$ cat src/rtl/alldiff_bounds_propagator_macros.svh
// Assertion shorthands used by the engine RTL
`ifndef ALLDIFF_BOUNDS_PROPAGATOR_MACROS_SVH
`define ALLDIFF_BOUNDS_PROPAGATOR_MACROS_SVH

// Same-cycle implication, checked outside reset
`define ALDP_ASSERT_IMPL(lbl, ante, cons, msg) \
	lbl: assert property (@(posedge clk) disable iff (!arst_n) (ante) |-> (cons)) \
		else $error(msg);

// Next-cycle implication, checked outside reset
`define ALDP_ASSERT_NEXT(lbl, ante, cons, msg) \
	lbl: assert property (@(posedge clk) disable iff (!arst_n) (ante) |=> (cons)) \
		else $error(msg);

`endif

$ cat src/rtl/aldp_pkg.sv
package aldp_pkg;

	localparam int DEF_MAX_VARS    = 32;
	localparam int DEF_VALUE_WIDTH = 16;
	localparam int OUT_VALUE_W     = 16;
	localparam int OUT_INDEX_W     = 5;
	// wide enough for a count of up to 64 variables
	localparam int JOB_CNT_W       = 7;

	// one loaded set, handed from the loader to the engine
	typedef struct packed {
		logic [JOB_CNT_W-1:0] n;
		logic                 bad;
	} job_t;

endpackage

$ cat src/rtl/alldiff_bounds_propagator.sv
// Bounds filter for an all-different constraint. Intervals [var_min, var_max] are
// transferred one per item into a record memory until the item with last_var set;
// items past MAX_VARS are dropped but their last mark still closes the set. The
// engine then sorts by ascending max, raises lower bounds past saturated Hall
// intervals, sorts by descending min, lowers upper bounds, marks singleton groups
// and returns one result per variable in arrival order, or a single result with
// failed set. Every compare step is a read state then an execute state on the single
// read port of the record memory. The loader takes no item while a closed set
// waits or runs in the engine or the job queue is full; a new set is taken once
// the previous run has handed over its last result to the output register.
module alldiff_bounds_propagator #(
	parameter int MAX_VARS    = aldp_pkg::DEF_MAX_VARS,
	parameter int VALUE_WIDTH = aldp_pkg::DEF_VALUE_WIDTH
) (
	input  logic                             clk,
	input  logic                             arst_n,
	input  logic                             in_valid,
	output logic                             in_ready,
	input  logic [VALUE_WIDTH-1:0]           var_min,
	input  logic [VALUE_WIDTH-1:0]           var_max,
	input  logic                             last_var,
	output logic                             out_valid,
	input  logic                             out_ready,
	output logic [aldp_pkg::OUT_INDEX_W-1:0] var_index,
	output logic [aldp_pkg::OUT_VALUE_W-1:0] new_min,
	output logic [aldp_pkg::OUT_VALUE_W-1:0] new_max,
	output logic                             drop_var,
	output logic                             failed,
	output logic                             last_result
);

	import aldp_pkg::*;

	localparam int IW = $clog2(MAX_VARS);
	localparam int RW = IW + 2 * VALUE_WIDTH;

	job_t          job_in;
	job_t          job_out;
	logic          job_push;
	logic          job_full;
	logic          job_pop;
	logic          job_valid;
	logic          done;
	logic          f_we;
	logic [IW-1:0] f_waddr;
	logic [RW-1:0] f_wdata;
	logic          e_we;
	logic [IW-1:0] e_waddr;
	logic [RW-1:0] e_wdata;
	logic          rec_re;
	logic [IW-1:0] rec_raddr;
	logic [RW-1:0] rec_rdata;
	logic          rec_we;
	logic [IW-1:0] rec_waddr;
	logic [RW-1:0] rec_wdata;

	aldp_front #(.MAX_VARS(MAX_VARS), .VALUE_WIDTH(VALUE_WIDTH)) u_front (
		.clk       (clk),
		.arst_n    (arst_n),
		.in_valid  (in_valid),
		.in_ready  (in_ready),
		.var_min   (var_min),
		.var_max   (var_max),
		.last_var  (last_var),
		.rec_we    (f_we),
		.rec_waddr (f_waddr),
		.rec_wdata (f_wdata),
		.job       (job_in),
		.job_push  (job_push),
		.job_full  (job_full),
		.done      (done)
	);

	aldp_fifo u_fifo (
		.clk       (clk),
		.arst_n    (arst_n),
		.push      (job_push),
		.push_data (job_in),
		.full      (job_full),
		.pop       (job_pop),
		.pop_data  (job_out),
		.not_empty (job_valid)
	);

	// loader and engine never write the record store at the same time
	assign rec_we    = f_we | e_we;
	assign rec_waddr = f_we ? f_waddr : e_waddr;
	assign rec_wdata = f_we ? f_wdata : e_wdata;

	aldp_ram #(.WIDTH(RW), .DEPTH(MAX_VARS)) u_record_ram (
		.clk   (clk),
		.we    (rec_we),
		.waddr (rec_waddr),
		.wdata (rec_wdata),
		.re    (rec_re),
		.raddr (rec_raddr),
		.rdata (rec_rdata)
	);

	aldp_engine #(.MAX_VARS(MAX_VARS), .VALUE_WIDTH(VALUE_WIDTH)) u_engine (
		.clk         (clk),
		.arst_n      (arst_n),
		.job         (job_out),
		.job_valid   (job_valid),
		.job_pop     (job_pop),
		.done        (done),
		.rec_re      (rec_re),
		.rec_raddr   (rec_raddr),
		.rec_rdata   (rec_rdata),
		.rec_we      (e_we),
		.rec_waddr   (e_waddr),
		.rec_wdata   (e_wdata),
		.out_valid   (out_valid),
		.out_ready   (out_ready),
		.var_index   (var_index),
		.new_min     (new_min),
		.new_max     (new_max),
		.drop_var    (drop_var),
		.failed      (failed),
		.last_result (last_result)
	);

endmodule

$ cat src/rtl/aldp_ram.sv
module aldp_ram #(
	parameter int WIDTH = 16,
	parameter int DEPTH = 32
) (
	input  logic                     clk,
	input  logic                     we,
	input  logic [$clog2(DEPTH)-1:0] waddr,
	input  logic [WIDTH-1:0]         wdata,
	input  logic                     re,
	input  logic [$clog2(DEPTH)-1:0] raddr,
	output logic [WIDTH-1:0]         rdata
);

	logic [WIDTH-1:0] mem_q [DEPTH];
	logic [WIDTH-1:0] rdata_q;

	// write port
	always_ff @(posedge clk) begin
		if (we) begin
			mem_q[waddr] <= wdata;
		end
	end

	// registered read, held while idle
	always_ff @(posedge clk) begin
		if (re) begin
			rdata_q <= mem_q[raddr];
		end
	end

	assign rdata = rdata_q;

endmodule

$ cat src/rtl/aldp_fifo.sv
module aldp_fifo (
	input  logic           clk,
	input  logic           arst_n,
	input  logic           push,
	input  aldp_pkg::job_t push_data,
	output logic           full,
	input  logic           pop,
	output aldp_pkg::job_t pop_data,
	output logic           not_empty
);

	import aldp_pkg::*;

	job_t       slot_q [2];
	logic       wp_q;
	logic       rp_q;
	logic [1:0] cnt_q;

	assign full      = (cnt_q == 2'd2);
	assign not_empty = (cnt_q != 2'd0);
	assign pop_data  = slot_q[rp_q];

	// store the transferred descriptor
	always_ff @(posedge clk) begin
		if (push && !full) begin
			slot_q[wp_q] <= push_data;
		end
	end

	// advance pointers and occupancy
	always_ff @(posedge clk or negedge arst_n) begin
		if (!arst_n) begin
			wp_q  <= 1'b0;
			rp_q  <= 1'b0;
			cnt_q <= 2'd0;
		end else begin
			if (push && !full) begin
				wp_q <= ~wp_q;
			end
			if (pop && not_empty) begin
				rp_q <= ~rp_q;
			end
			cnt_q <= cnt_q + 2'((push && !full) ? 1 : 0) - 2'((pop && not_empty) ? 1 : 0);
		end
	end

endmodule

$ cat src/rtl/aldp_front.sv
module aldp_front #(
	parameter int MAX_VARS    = aldp_pkg::DEF_MAX_VARS,
	parameter int VALUE_WIDTH = aldp_pkg::DEF_VALUE_WIDTH
) (
	input  logic                                       clk,
	input  logic                                       arst_n,
	input  logic                                       in_valid,
	output logic                                       in_ready,
	input  logic [VALUE_WIDTH-1:0]                     var_min,
	input  logic [VALUE_WIDTH-1:0]                     var_max,
	input  logic                                       last_var,
	output logic                                       rec_we,
	output logic [$clog2(MAX_VARS)-1:0]                rec_waddr,
	output logic [$clog2(MAX_VARS)+2*VALUE_WIDTH-1:0]  rec_wdata,
	output aldp_pkg::job_t                             job,
	output logic                                       job_push,
	input  logic                                       job_full,
	input  logic                                       done
);

	import aldp_pkg::*;

	localparam int IW = $clog2(MAX_VARS);
	localparam int CW = $clog2(MAX_VARS + 1);

	logic [CW-1:0] cnt_q;
	logic          bad_q;
	logic          lock_q;
	logic          accept;
	logic          room;
	logic [CW-1:0] cnt_n;
	logic          bad_n;

	assign in_ready = !lock_q && !job_full;
	assign accept   = in_valid && in_ready;

	// classify the item: store it if there is room, flag an empty interval
	assign room  = (cnt_q < CW'(MAX_VARS));
	assign cnt_n = room ? cnt_q + CW'(1) : cnt_q;
	assign bad_n = bad_q | (room && (var_max < var_min));

	assign rec_we    = accept && room;
	assign rec_waddr = cnt_q[IW-1:0];
	assign rec_wdata = {cnt_q[IW-1:0], var_min, var_max};

	// hand the closed set to the engine
	assign job_push = accept && last_var;
	assign job.n    = JOB_CNT_W'(cnt_n);
	assign job.bad  = bad_n;

	// count items; hold off new sets while the engine owns the store
	always_ff @(posedge clk or negedge arst_n) begin
		if (!arst_n) begin
			cnt_q  <= '0;
			bad_q  <= 1'b0;
			lock_q <= 1'b0;
		end else begin
			if (accept) begin
				if (last_var) begin
					cnt_q  <= '0;
					bad_q  <= 1'b0;
					lock_q <= 1'b1;
				end else begin
					cnt_q <= cnt_n;
					bad_q <= bad_n;
				end
			end
			if (done) begin
				lock_q <= 1'b0;
			end
		end
	end

endmodule

$ cat src/rtl/aldp_engine.sv
`include "alldiff_bounds_propagator_macros.svh"

module aldp_engine #(
	parameter int MAX_VARS    = aldp_pkg::DEF_MAX_VARS,
	parameter int VALUE_WIDTH = aldp_pkg::DEF_VALUE_WIDTH
) (
	input  logic                                      clk,
	input  logic                                      arst_n,
	input  aldp_pkg::job_t                            job,
	input  logic                                      job_valid,
	output logic                                      job_pop,
	output logic                                      done,
	output logic                                      rec_re,
	output logic [$clog2(MAX_VARS)-1:0]               rec_raddr,
	input  logic [$clog2(MAX_VARS)+2*VALUE_WIDTH-1:0] rec_rdata,
	output logic                                      rec_we,
	output logic [$clog2(MAX_VARS)-1:0]               rec_waddr,
	output logic [$clog2(MAX_VARS)+2*VALUE_WIDTH-1:0] rec_wdata,
	output logic                                      out_valid,
	input  logic                                      out_ready,
	output logic [aldp_pkg::OUT_INDEX_W-1:0]          var_index,
	output logic [aldp_pkg::OUT_VALUE_W-1:0]          new_min,
	output logic [aldp_pkg::OUT_VALUE_W-1:0]          new_max,
	output logic                                      drop_var,
	output logic                                      failed,
	output logic                                      last_result
);

	import aldp_pkg::*;

	localparam int IW = $clog2(MAX_VARS);
	localparam int CW = $clog2(MAX_VARS + 1);
	localparam int VW = VALUE_WIDTH;
	localparam int HW = VW + 2;
	localparam int OW = 2 * VW + 1;
	localparam logic signed [HW-1:0] HONE = HW'(1);

	typedef enum logic [20:0] {
		S_IDLE    = 21'd1,
		S_SRT_RI  = 21'd2,
		S_SRT_LI  = 21'd4,
		S_SRT_RJ  = 21'd8,
		S_SRT_CJ  = 21'd16,
		S_SRT_PUT = 21'd32,
		S_P_RI    = 21'd64,
		S_P_LI    = 21'd128,
		S_P_RJ    = 21'd256,
		S_P_EJ    = 21'd512,
		S_P_FIN   = 21'd1024,
		S_P_RK    = 21'd2048,
		S_P_EK    = 21'd4096,
		S_M_R0    = 21'd8192,
		S_M_L0    = 21'd16384,
		S_M_RI    = 21'd32768,
		S_M_EI    = 21'd65536,
		S_M_LAST  = 21'd131072,
		S_O_RD    = 21'd262144,
		S_O_LD    = 21'd524288,
		S_FAIL    = 21'd1048576
	} state_t;

	typedef struct packed {
		logic [IW-1:0] pos;
		logic [VW-1:0] lo;
		logic [VW-1:0] hi;
	} rec_t;

	function automatic logic signed [HW-1:0] sx(input logic [VW-1:0] x);
		return signed'({2'b00, x});
	endfunction

	state_t               state_q;
	logic                 out_valid_q;
	rec_t                 r;
	rec_t                 v_q;
	rec_t                 held_q;
	rec_t                 wrec;
	logic                 dir_q;
	logic [CW-1:0]        n_q;
	logic [CW-1:0]        i_q;
	logic [CW-1:0]        j_q;
	logic [CW-1:0]        k_q;
	logic [CW-1:0]        pre_q;
	logic [VW-1:0]        lo_i_q;
	logic [VW-1:0]        hi_i_q;
	logic [VW-1:0]        bmm_q;
	logic [VW-1:0]        reach_q;
	logic signed [HW-1:0] hc_i_q;
	logic signed [HW-1:0] b_q;
	logic                 have_q;

	logic                 hc_re;
	logic [IW-1:0]        hc_raddr;
	logic [HW-1:0]        hc_rdata;
	logic                 hc_we;
	logic [IW-1:0]        hc_waddr;
	logic [HW-1:0]        hc_wdata;
	logic                 o_re;
	logic [IW-1:0]        o_raddr;
	logic [OW-1:0]        o_rdata;
	logic                 o_we;
	logic [IW-1:0]        o_waddr;
	logic [OW-1:0]        o_wdata;

	logic signed [HW-1:0] hc_rd;
	logic signed [HW-1:0] t;
	logic signed [HW-1:0] bnd_i;
	logic                 before_v;
	logic                 hit;
	logic                 t_bad;
	logic                 t_eq;
	logic [VW-1:0]        key_j;
	logic                 better_j;
	logic                 f_bad;
	logic                 f_eq;
	logic [VW-1:0]        key_i;
	logic                 better_i;
	logic                 go_rk;
	logic                 k_in;
	logic                 k_bad;
	logic                 m_cut;
	logic                 drop_nx;
	logic                 i_wrap;
	logic [CW-1:0]        i_inc;
	logic                 last_o;
	logic                 can_load;
	logic [CW-1:0]        jm1;
	logic [CW-1:0]        nm1;
	state_t               pass_next;

	assign r     = rec_rdata;
	assign hc_rd = signed'(hc_rdata);
	assign i_inc = i_q + CW'(1);
	assign i_wrap = (i_inc == n_q);
	assign jm1   = j_q - CW'(1);
	assign nm1   = n_q - CW'(1);
	assign last_o   = i_wrap;
	assign can_load = !out_valid_q || out_ready;

	// sort key: ascending max for the first pass, descending min for the second
	assign before_v = dir_q ?
		((v_q.lo > r.lo) || ((v_q.lo == r.lo) && (v_q.pos < r.pos))) :
		((v_q.hi < r.hi) || ((v_q.hi == r.hi) && (v_q.pos < r.pos)));

	// Hall counter update against an earlier variable
	assign hit      = dir_q ? (r.hi > hi_i_q) : (r.lo < lo_i_q);
	assign t        = dir_q ? hc_rd - HONE : hc_rd + HONE;
	assign bnd_i    = dir_q ? sx(lo_i_q) : sx(hi_i_q);
	assign t_bad    = dir_q ? (t < bnd_i) : (t > bnd_i);
	assign t_eq     = (t == bnd_i);
	assign key_j    = dir_q ? r.hi : r.lo;
	assign better_j = !have_q || (dir_q ? (key_j > bmm_q) : (key_j < bmm_q));

	// own counter of the current variable
	assign f_bad    = dir_q ? (hc_i_q < bnd_i) : (hc_i_q > bnd_i);
	assign f_eq     = (hc_i_q == bnd_i);
	assign key_i    = dir_q ? hi_i_q : lo_i_q;
	assign better_i = !have_q || (dir_q ? (key_i > bmm_q) : (key_i < bmm_q));
	assign go_rk    = (have_q || f_eq) && (i_inc < n_q);

	// bound push onto a later variable
	assign k_in  = dir_q ? ((r.hi <= bmm_q) && (b_q < sx(r.hi))) :
		((r.lo >= bmm_q) && (b_q > sx(r.lo)));
	assign k_bad = dir_q ? (b_q < sx(r.lo)) : (b_q > sx(r.hi));

	// singleton group detection while walking down
	assign m_cut   = (r.lo > reach_q);
	assign drop_nx = m_cut && (pre_q == i_inc);

	assign pass_next = i_wrap ? (dir_q ? S_M_R0 : S_SRT_RI) : S_P_RI;

	assign job_pop = (state_q == S_IDLE) && job_valid;
	assign done    = ((state_q == S_O_LD) && can_load && last_o) ||
		((state_q == S_FAIL) && can_load);

	// record write data for a tightened bound
	always_comb begin
		wrec     = r;
		wrec.lo  = dir_q ? r.lo : b_q[VW-1:0];
		wrec.hi  = dir_q ? b_q[VW-1:0] : r.hi;
	end

	// drive memory ports from the sequencer state
	always_comb begin
		rec_re    = 1'b0;
		rec_raddr = i_q[IW-1:0];
		rec_we    = 1'b0;
		rec_waddr = j_q[IW-1:0];
		rec_wdata = v_q;
		hc_re     = 1'b0;
		hc_raddr  = j_q[IW-1:0];
		hc_we     = 1'b0;
		hc_waddr  = j_q[IW-1:0];
		hc_wdata  = t;
		o_re      = 1'b0;
		o_raddr   = i_q[IW-1:0];
		o_we      = 1'b0;
		o_waddr   = held_q.pos;
		o_wdata   = {held_q.lo, held_q.hi, drop_nx};
		case (state_q)
			S_SRT_RI, S_P_RI, S_M_RI: begin
				rec_re = 1'b1;
			end
			S_SRT_RJ: begin
				rec_re    = 1'b1;
				rec_raddr = jm1[IW-1:0];
			end
			S_SRT_CJ: begin
				rec_we    = 1'b1;
				rec_wdata = before_v ? r : v_q;
			end
			S_SRT_PUT: begin
				rec_we = 1'b1;
			end
			S_P_RJ: begin
				rec_re    = 1'b1;
				rec_raddr = j_q[IW-1:0];
				hc_re     = 1'b1;
			end
			S_P_EJ: begin
				hc_we = hit;
			end
			S_P_FIN: begin
				hc_we    = 1'b1;
				hc_waddr = i_q[IW-1:0];
				hc_wdata = hc_i_q;
			end
			S_P_RK: begin
				rec_re    = 1'b1;
				rec_raddr = k_q[IW-1:0];
			end
			S_P_EK: begin
				rec_we    = k_in && !k_bad;
				rec_waddr = k_q[IW-1:0];
				rec_wdata = wrec;
			end
			S_M_R0: begin
				rec_re    = 1'b1;
				rec_raddr = nm1[IW-1:0];
			end
			S_M_L0: begin
				o_we    = (n_q == CW'(1));
				o_waddr = r.pos;
				o_wdata = {r.lo, r.hi, 1'b0};
			end
			S_M_EI: begin
				o_we = 1'b1;
			end
			S_M_LAST: begin
				o_we    = 1'b1;
				o_wdata = {held_q.lo, held_q.hi, (pre_q == '0)};
			end
			S_O_RD: begin
				o_re = 1'b1;
			end
			default: begin
			end
		endcase
	end

	aldp_ram #(.WIDTH(HW), .DEPTH(MAX_VARS)) u_hall_ram (
		.clk   (clk),
		.we    (hc_we),
		.waddr (hc_waddr),
		.wdata (hc_wdata),
		.re    (hc_re),
		.raddr (hc_raddr),
		.rdata (hc_rdata)
	);

	aldp_ram #(.WIDTH(OW), .DEPTH(MAX_VARS)) u_result_ram (
		.clk   (clk),
		.we    (o_we),
		.waddr (o_waddr),
		.wdata (o_wdata),
		.re    (o_re),
		.raddr (o_raddr),
		.rdata (o_rdata)
	);

	// sequencer and output register control
	always_ff @(posedge clk or negedge arst_n) begin
		if (!arst_n) begin
			state_q     <= S_IDLE;
			out_valid_q <= 1'b0;
		end else begin
			if (((state_q == S_O_LD) || (state_q == S_FAIL)) && can_load) begin
				out_valid_q <= 1'b1;
			end else if (out_ready) begin
				out_valid_q <= 1'b0;
			end
			case (state_q)
				S_IDLE: begin
					if (job_valid) begin
						if (job.bad) begin
							state_q <= S_FAIL;
						end else if (job.n < JOB_CNT_W'(2)) begin
							state_q <= S_M_R0;
						end else begin
							state_q <= S_SRT_RI;
						end
					end
				end
				S_SRT_RI:  state_q <= S_SRT_LI;
				S_SRT_LI:  state_q <= S_SRT_RJ;
				S_SRT_RJ:  state_q <= S_SRT_CJ;
				S_SRT_CJ: begin
					if (before_v) begin
						state_q <= (j_q == CW'(1)) ? S_SRT_PUT : S_SRT_RJ;
					end else begin
						state_q <= i_wrap ? S_P_RI : S_SRT_RI;
					end
				end
				S_SRT_PUT: state_q <= i_wrap ? S_P_RI : S_SRT_RI;
				S_P_RI:    state_q <= S_P_LI;
				S_P_LI:    state_q <= (i_q == '0) ? S_P_FIN : S_P_RJ;
				S_P_RJ:    state_q <= S_P_EJ;
				S_P_EJ: begin
					if (hit && t_bad) begin
						state_q <= S_FAIL;
					end else begin
						state_q <= ((j_q + CW'(1)) == i_q) ? S_P_FIN : S_P_RJ;
					end
				end
				S_P_FIN: begin
					if (f_bad) begin
						state_q <= S_FAIL;
					end else begin
						state_q <= go_rk ? S_P_RK : pass_next;
					end
				end
				S_P_RK:    state_q <= S_P_EK;
				S_P_EK: begin
					if (k_in && k_bad) begin
						state_q <= S_FAIL;
					end else begin
						state_q <= ((k_q + CW'(1)) == n_q) ? pass_next : S_P_RK;
					end
				end
				S_M_R0:    state_q <= S_M_L0;
				S_M_L0:    state_q <= (n_q == CW'(1)) ? S_O_RD : S_M_RI;
				S_M_RI:    state_q <= S_M_EI;
				S_M_EI:    state_q <= (i_q == '0) ? S_M_LAST : S_M_RI;
				S_M_LAST:  state_q <= S_O_RD;
				S_O_RD:    state_q <= S_O_LD;
				S_O_LD: begin
					if (can_load) begin
						state_q <= last_o ? S_IDLE : S_O_RD;
					end
				end
				S_FAIL: begin
					if (can_load) begin
						state_q <= S_IDLE;
					end
				end
				default:   state_q <= S_IDLE;
			endcase
		end
	end

	// working registers and result payload
	always_ff @(posedge clk) begin
		case (state_q)
			S_IDLE: begin
				n_q   <= job.n[CW-1:0];
				dir_q <= 1'b0;
				i_q   <= CW'(1);
			end
			S_SRT_LI: begin
				v_q <= r;
				j_q <= i_q;
			end
			S_SRT_CJ: begin
				if (before_v) begin
					j_q <= jm1;
				end else begin
					i_q <= i_wrap ? '0 : i_inc;
				end
			end
			S_SRT_PUT: begin
				i_q <= i_wrap ? '0 : i_inc;
			end
			S_P_LI: begin
				lo_i_q <= r.lo;
				hi_i_q <= r.hi;
				hc_i_q <= dir_q ? sx(r.hi) : sx(r.lo);
				have_q <= 1'b0;
				bmm_q  <= '0;
				j_q    <= '0;
			end
			S_P_EJ: begin
				if (hit) begin
					if (t_eq && better_j) begin
						bmm_q  <= key_j;
						have_q <= 1'b1;
					end
				end else begin
					hc_i_q <= dir_q ? hc_i_q - HONE : hc_i_q + HONE;
				end
				j_q <= j_q + CW'(1);
			end
			S_P_FIN: begin
				if (f_eq) begin
					have_q <= 1'b1;
					if (better_i) begin
						bmm_q <= key_i;
					end
				end
				b_q <= dir_q ? sx(lo_i_q) - HONE : sx(hi_i_q) + HONE;
				k_q <= i_inc;
				if (!go_rk) begin
					if (i_wrap) begin
						if (!dir_q) begin
							dir_q <= 1'b1;
							i_q   <= CW'(1);
						end
					end else begin
						i_q <= i_inc;
					end
				end
			end
			S_P_EK: begin
				k_q <= k_q + CW'(1);
				if ((k_q + CW'(1)) == n_q) begin
					if (i_wrap) begin
						if (!dir_q) begin
							dir_q <= 1'b1;
							i_q   <= CW'(1);
						end
					end else begin
						i_q <= i_inc;
					end
				end
			end
			S_M_L0: begin
				held_q  <= r;
				reach_q <= r.hi;
				pre_q   <= nm1;
				i_q     <= (n_q == CW'(1)) ? '0 : n_q - CW'(2);
			end
			S_M_EI: begin
				if (m_cut) begin
					pre_q   <= i_q;
					reach_q <= r.hi;
				end else if (r.hi > reach_q) begin
					reach_q <= r.hi;
				end
				held_q <= r;
				if (i_q != '0) begin
					i_q <= i_q - CW'(1);
				end
			end
			S_M_LAST: begin
				i_q <= '0;
			end
			S_O_LD: begin
				if (can_load) begin
					var_index   <= OUT_INDEX_W'(i_q);
					new_min     <= OUT_VALUE_W'(o_rdata[OW-1 -: VW]);
					new_max     <= OUT_VALUE_W'(o_rdata[VW:1]);
					drop_var    <= o_rdata[0];
					failed      <= 1'b0;
					last_result <= last_o;
					i_q         <= i_inc;
				end
			end
			S_FAIL: begin
				if (can_load) begin
					var_index   <= '0;
					new_min     <= '0;
					new_max     <= '0;
					drop_var    <= 1'b0;
					failed      <= 1'b1;
					last_result <= 1'b1;
				end
			end
			default: begin
			end
		endcase
	end

	assign out_valid = out_valid_q;

	`ALDP_ASSERT_IMPL(a_inner_below_outer, state_q == S_P_EJ, j_q < i_q, "inner index passed outer")
	`ALDP_ASSERT_IMPL(a_sweep_in_set, state_q == S_P_EK, k_q < n_q, "bound sweep left the set")
	`ALDP_ASSERT_NEXT(a_done_goes_idle, done, state_q == S_IDLE, "run ended without going idle")
	`ALDP_ASSERT_IMPL(a_result_in_set, state_q == S_O_LD, i_q < n_q, "result index beyond set")

endmodule
$ cat config.mk
export PLATFORM = sky130hd
export DESIGN_NAME = alldiff_bounds_propagator
export DESIGN_NICKNAME = d
export VERILOG_FILES = /design/src/rtl/aldp_pkg.sv /design/src/rtl/alldiff_bounds_propagator.sv /design/src/rtl/aldp_ram.sv /design/src/rtl/aldp_fifo.sv /design/src/rtl/aldp_front.sv /design/src/rtl/aldp_engine.sv
export VERILOG_INCLUDE_DIRS = /design/src /design/src/rtl
export SDC_FILE = /design/constraint.sdc
export NUM_CORES = 2
export LEC_CHECK = 0
export BUFFER_PORTS_ARGS = -buffer_cell sky130_fd_sc_hd__buf_2
export CORE_UTILIZATION = 47
export CTS_BUF_LIST = sky130_fd_sc_hd__clkbuf_2
export DETAILED_ROUTE_END_ITERATION = 8
export GPL_TIMING_DRIVEN = 0
export SLEW_MARGIN = 20
export SYNTH_ARGS = -nofsm -noshare
export SYNTH_HDL_FRONTEND = slang
export SYNTH_SLANG_ARGS = --single-unit
$ cat constraint.sdc
create_clock -name clk -period 20.6 [get_ports clk]
set_clock_uncertainty 0.05 [all_clocks]
set_input_delay 3.09 -clock clk [delete_from_list [all_inputs] [get_ports clk]]
set_output_delay 3.09 -clock clk [all_outputs]
set_load 0.01 [all_outputs]
**Word level (Yosys, flattened, before mapping)**

Memory sizes are Yosys's and may differ from the RTL's. A register that Yosys moved wholly into a read port is not among the register bits.
Cells that the tools add are included.
Widths: inputs -> output; s select.

- Register bits: 280
- Bits in latches: 0
- RAM bits: 2830
- ROM bits: 0
- Bits of input ports: 37
- Memories: 4

- Add/subtract/negate cells: 16
- Multiply operators: 0
- Divide/modulo/power cells: 0
- Order comparisons: 25
- Eq/ne operators: 47
- Shift-type cells: 0
- Mux-type cells: 120
- Bitwise logic cells: 4
- Reductions and logical operators: 65

Memories:

| name | depth | bits a word | read ports | clocked after memory_dff | write ports | RTL line | source |
|---|---|---|---|---|---|---|---|
| u_record_ram.mem_q | 32 | 37 | 1 | 1 | 1 | aldp_ram.sv:14 | `logic [WIDTH-1:0] mem_q [DEPTH];` |
| u_engine.u_result_ram.mem_q | 32 | 33 | 1 | 1 | 1 | aldp_ram.sv:14 |  |
| u_engine.u_hall_ram.mem_q | 32 | 18 | 1 | 1 | 1 | aldp_ram.sv:14 |  |
| u_fifo.slot_q | 2 | 7 | 1 | 0 | 1 | aldp_fifo.sv:14 | `job_t slot_q [2];` |

Operators with widths:

| kind | count |
|---|---|
| $pmux 21 s21 | 1 |
| $mux 16 | 15 |
| $mux 21 | 11 |
| $mux 18 | 6 |
| $gt 16x16->1 | 6 |
| $pmux 16 s2 | 3 |
| $mux 6 | 14 |
| $lt 16x16->1 | 5 |
| $mux 37 | 2 |
| $pmux 37 s2 | 1 |
| $pmux 33 s2 | 1 |
| $pmux 6 s9 | 1 |
| $pmux 16 s3 | 1 |
| $mux 19 | 2 |
| $mux 1 | 37 |
| $add 18x2->18 const B | 2 |
| $eq 18x18->1 | 2 |
| $gt 18x17->1 | 2 |
| $gt 18x18->1 | 2 |
| $lt 18x17->1 | 2 |
| $lt 18x18->1 | 2 |
| $pmux 18 s2 | 1 |
| $sub 18x2->18 const B | 2 |
| $eq 16x16->1 | 2 |
| 68 further kinds | 154 |

**Logic depth before layout (Yosys ltp)**

- Depth in word-level cells: 9
- Mapped depth: 17
- Gate-level depth less buffers: 17

**Cells and area by module**

Synthesis repeated with hierarchy kept, for this count alone.

- Cells, all modules: 8499
- Area, all modules: 135501.2 µm²

By module, submodules not included:

| module | times used | cells each | area each (µm²) | seq. area each (µm²) |
|---|---|---|---|---|
| aldp_ram (u_record_ram) | 1 | 2605 | 47207.8 | 36665.2 |
| aldp_ram (u_engine.u_result_ram) | 1 | 2332 | 42144.2 | 32701.4 |
| aldp_ram (u_engine.u_hall_ram) | 1 | 1278 | 23231.0 | 17837.1 |
| aldp_engine | 1 | 2051 | 20249.4 | 7938.9 |
| aldp_front | 1 | 142 | 1171.1 | 200.2 |
| aldp_fifo | 1 | 43 | 780.7 | 580.6 |
| alldiff_bounds_propagator | 1 | 48 | 716.9 | 0.0 |

**Worst setup path after synthesis**

OpenSTA, ideal clock, no wires.

- Kind: in2reg
- Start: input in_valid
- End: memory u_record_ram.mem_q[0][0] in the netlist's numbering, enable pin
- Library setup time: 0.524 ns
- Arrival time: 7.987 ns
- Data required time: 20.026 ns
- Setup slack: 12.040 ns
- Cell stages on the path: 7
- Path buffers: 2
- Cell sequence: and2_1 -> nand2b_1 -> clkbuf_1 -> clkbuf_1 -> a21oi_1 -> or3_1 -> nor4_1

- Word-level cells in the longest chain between the ends: 5
- Elaborated cells between the ends (all ways): 6

Ends and longest elaborated chain:

| item | RTL line | source |
|---|---|---|
| start: declaration | alldiff_bounds_propagator.sv:17 | `input logic in_valid,` |
| $logic_and 1x1->1 * | aldp_front.sv:35 | `assign accept = in_valid && in_ready;` |
| $logic_and 1x1->1 * | aldp_front.sv:42 | `assign rec_we = accept && room;` |
| $or 1x1->1 | alldiff_bounds_propagator.sv:86 | `assign rec_we = f_we \| e_we;` |
| $mux 1 | aldp_ram.sv:19 | `if (we) begin` |
| $mux 1 (implied by the code) | aldp_ram.sv:20 | `mem_q[waddr] <= wdata;` |
| end: declaration | aldp_ram.sv:14 |  |

Every way passes the cells marked *; elsewhere a longest branch is shown, timed or not.

**Worst setup path after layout**

- Start: register u_engine.j_q[1]
- End: register u_record_ram.rdata_q[27] (netlist: u_record_ram.rdata[27]), read port of u_record_ram.mem_q, data pin

- Word-level cells in the longest chain between the ends: 2

Ends and longest elaborated chain:

| item | RTL line | source |
|---|---|---|
| start: declaration | aldp_engine.sv:81 | `logic [CW-1:0] j_q;` |
| start signal: assignment | aldp_engine.sv:371 | `j_q <= i_q;` |
| start signal: assignment | aldp_engine.sv:375 | `j_q <= jm1;` |
| start signal: assignment | aldp_engine.sv:400 | `j_q <= j_q + CW'(1);` |
| $sub 6x1->6 | aldp_engine.sv:135 | `assign jm1 = j_q - CW'(1);` |
| $pmux 5 s4 * | aldp_engine.sv:200 | `case (state_q)` |
| end: declaration | aldp_ram.sv:15 | `logic [WIDTH-1:0] rdata_q;` |

Marked as above.
A chain may end at the register's enable or synchronous reset.

==> run metrics <==
status=completed; Max clock buf depth=4; Detail Placement HPWL=289000 microns; I/O Buffers=78; FF-to-FF path depth=14; CTS tree=yes; Mapped Nets=8519; Post-synth top flop=edfxtp_1; min cycle time layout=7.77 ns; drt first pass iters=8; largest area contributor in the netlist=edfxtp_1; starting density of the core=47.4%; clk slew on worst S/H paths=0.12 ns; CP Data Required Time=22.30 ns; setup bufs post-CTS=0; RSZ-0062 raised after global routing=no; FF-to-FF setup slack=12.83 ns; antenna violations before repair=29; worst hold stages=1; Max Clk Rate=129 MHz; Mapped Area=0.133 sq mm; crit path from=u_engine.j_q[1]; clk root buf=clkbuf_2; post-cts resize count=0; routed via count=81800; Yosys top cell area share=71.5%; Synth Warn #=0; vias per inst=5.99; kind of critical path=reg2reg; Row Count=194; GRT Residual Overflow=0; drt drc=0; footprint of the multi-input gates=0.0361 sq mm; vias in the first global route=80200; Max-cap violations=0; GRT Max-Usage Layer=met2; die width=534 microns; core area=0.280 sq mm; top post-synthesis cells by area=edfxtp_1, mux4_2, nand2_1; grt met3 use=5.92%; routing usage on met2=43.8%; Leak Pwr=52.6 nW; P per Cell Area=110 mW/mm^2; Crit Path Max Fanout=10; gpl congestion=0.943; Detailed Route WL=405000 microns; worst reg2reg endpoint=u_record_ram.rdata[27]; min-delay src=u_fifo.wp_q; WL/cell=29.6 microns; final worst hold slack=0.449 ns; register area share after synthesis=72.1%; Final period util=37.7%; critical path capture point type=flip-flop; die height=534 microns; H-Tree Depth=6; CTS Sinks=3198; Final Net Count=9672; peak supply drop=90.3 uV; Hold Path End=u_fifo.wp_q; GR Util met1=38.5%; worst slew pin tran=1.33 ns; DR iter-0 viols=9711; Filler Cells Inserted=22700; Layout area overhead=13.9%; post-synthesis async set-or-reset flop share=1.06%; Num CTS Buffers=795; synthesized flop and latch total=3198; EDFF count, synth=3164; CP Data Arrival Time=9.48 ns; worst hold path type=reg2reg; clk_lat worst skew=2.24 ns; FF-to-FF Start=u_engine.j_q[1]; total die area=0.285 sq mm; io pins=79; all-layer global routing usage=28.1%; layout cells sized above 1=25.1%; Storage cell area=0.0959 sq mm; endpoints failing setup=0; Synth Area per Inst=16.2 sq um; Final ANT Viol Nets=0; setup TNS=0 ns; cell count after synthesis=8185; normalized max-slew margin=10.3%; count of final hold-check violations=0; first-pass GRT wire length=570000 microns; Worst Setup Start Kind=flip-flop; CTS Hold Bufs=0; post-synthesis cell type count=91; Slew Limit Fails=0; pin count of the biggest net entering global routing=36
metal layers:
metal	share of wire, %	wire length (microns)	up-vias
met5	0.020	79	-
met4	4.3	17600	12
met3	9.5	38400	757
met2	46	187000	4361
met1	40	162000	41700
li1	-	-	34900
power breakdown:
| part | switching (W) | leakage, nW | total [W] | internal (W) |
|---|---|---|---|---|
| clock | 0.00264 | 5.35 | 0.00425 | 0.00161 |
| sequential | 0.000112 | 28.9 | 0.00785 | 0.00774 |
| combinational | 0.00313 | 18.3 | 0.00452 | 0.00139 |
cells in the final DEF (no fill, tap or decap), types with 77 or more instances in the layout:
| cell | count |
|---|---|
| and3_1 | 273 |
| o22ai_1 | 119 |
| mux4_2 | 510 |
| nor2_1 | 178 |
| o21ai_0 | 142 |
| inv_1 | 166 |
| clkbuf_2 | 1139 |
| a31oi_1 | 275 |
| ha_1 | 295 |
| nand2_1 | 1272 |
| buf_16 | 77 |
| a211oi_1 | 80 |
| and2_1 | 112 |
| buf_2 | 205 |
| clkbuf_1 | 259 |
| edfxtp_1 | 3164 |
| a21oi_1 | 120 |
| xnor2_1 | 83 |
| clkinv_1 | 181 |
through the flow:
step / power (W) / setup WS, ns / util, % / instance area (sq um) / cells
2_1_floorplan: 0.0103 / 12.04 / - / 133000 / 8185
3_3_place_gp: 0.0122 / 7.61 / 49.2 / 138000 / 12000
3_5_place_dp: 0.0124 / 12.98 / 51.4 / 144000 / 12300
4_1_cts: 0.0166 / 12.95 / 54.0 / 151000 / 13600
5_1_grt: 0.0172 / 12.89 / 54.0 / 151000 / 13600
6_report: 0.0166 / 12.83 / 54.0 / 151000 / 13700
cell type report:
class,count,area share (%)
diodes,19,0.0314
plain buffers,431,1.23
clock buffers,1115,3.68
clock inverters,264,1.04
inverters,172,0.426
multi-input cells,4384,23.9
flip-flops and latches,3198,63.3
well taps,3724,3.08
repair buffers,356,3.37
worst max-delay path, cell delays in order (launching register included):
cell	delay (ns)
edfxtp_1	0.38
clkbuf_1	0.64
clkbuf_1	0.61
buf_1	0.59
inv_1	0.28
ha_1	0.48
nand3b_1	0.14
o2111ai_1	0.37
mux2i_4	0.72
clkbuf_1	0.95
clkbuf_1	0.55
nand2_1	0.11
a31oi_1	0.26
o22ai_1	0.11
nor4_1	1.12
cells by family (layout without fill, tap and decap cells):
family	after synthesis	in the layout	share of synthesized area, %
xor+xnor	112	112	0.738
flops	3198	3198	72.1
compound gates	1106	1106	5.32
fa+ha+maj	297	297	2.81
simple gates	2276	2276	7.85
mux	593	593	9.31
other cells	0	19	0
buf+inv	603	2338	1.86
synth_stat cells, types with 37 or more instances:
| master | number |
|---|---|
| a211oi_1 | 80 |
| a21o_1 | 76 |
| a21oi_1 | 160 |
| a31oi_1 | 279 |
| and2_1 | 112 |
| and3_1 | 273 |
| buf_1 | 54 |
| buf_2 | 74 |
| clkbuf_1 | 275 |
| edfxtp_1 | 3164 |
| ha_1 | 295 |
| inv_1 | 169 |
| mux2_2 | 45 |
| mux4_2 | 510 |
| nand2_1 | 1286 |
| nand3_1 | 44 |
| nand4_1 | 52 |
| nor2_1 | 261 |
| nor3_1 | 37 |
| nor4_1 | 60 |
| o21ai_0 | 177 |
| o22ai_1 | 119 |
| xnor2_1 | 83 |
worst max path at each step:
| stage | to | slack, ns | depth (start not counted) |
|---|---|---|---|
| floorplan | u_record_ram.mem_q[0][0] | 12.04 | 7 |
| global placement | u_record_ram.mem_q[12][28] | 7.61 | 9 |
| detailed placement | u_record_ram.rdata[32] | 12.98 | 14 |
| CTS | u_record_ram.rdata[32] | 12.95 | 14 |
| global route | u_record_ram.rdata[27] | 12.89 | 14 |
| finish | u_record_ram.rdata[27] | 12.83 | 14 |
state kept, by name, indices dropped and copies added (netlist names), 14 cells and up:
name,count
u_record_ram.mem_q,1184
u_engine.u_result_ram.mem_q,1056
u_engine.u_hall_ram.mem_q,576
u_engine.held_q,37
u_engine.v_q,37
u_record_ram.rdata,37
u_engine.u_result_ram.rdata,33
u_engine.state_q,21
u_engine.b_q,18
u_engine.hc_i_q,18
u_engine.u_hall_ram.rdata,18
u_engine.bmm_q,16
u_engine.hi_i_q,16
u_engine.lo_i_q,16
u_engine.new_max,16
u_engine.new_min,16
u_engine.reach_q,16
u_fifo.slot_q,14
Power figures use the tool's default switching activity.
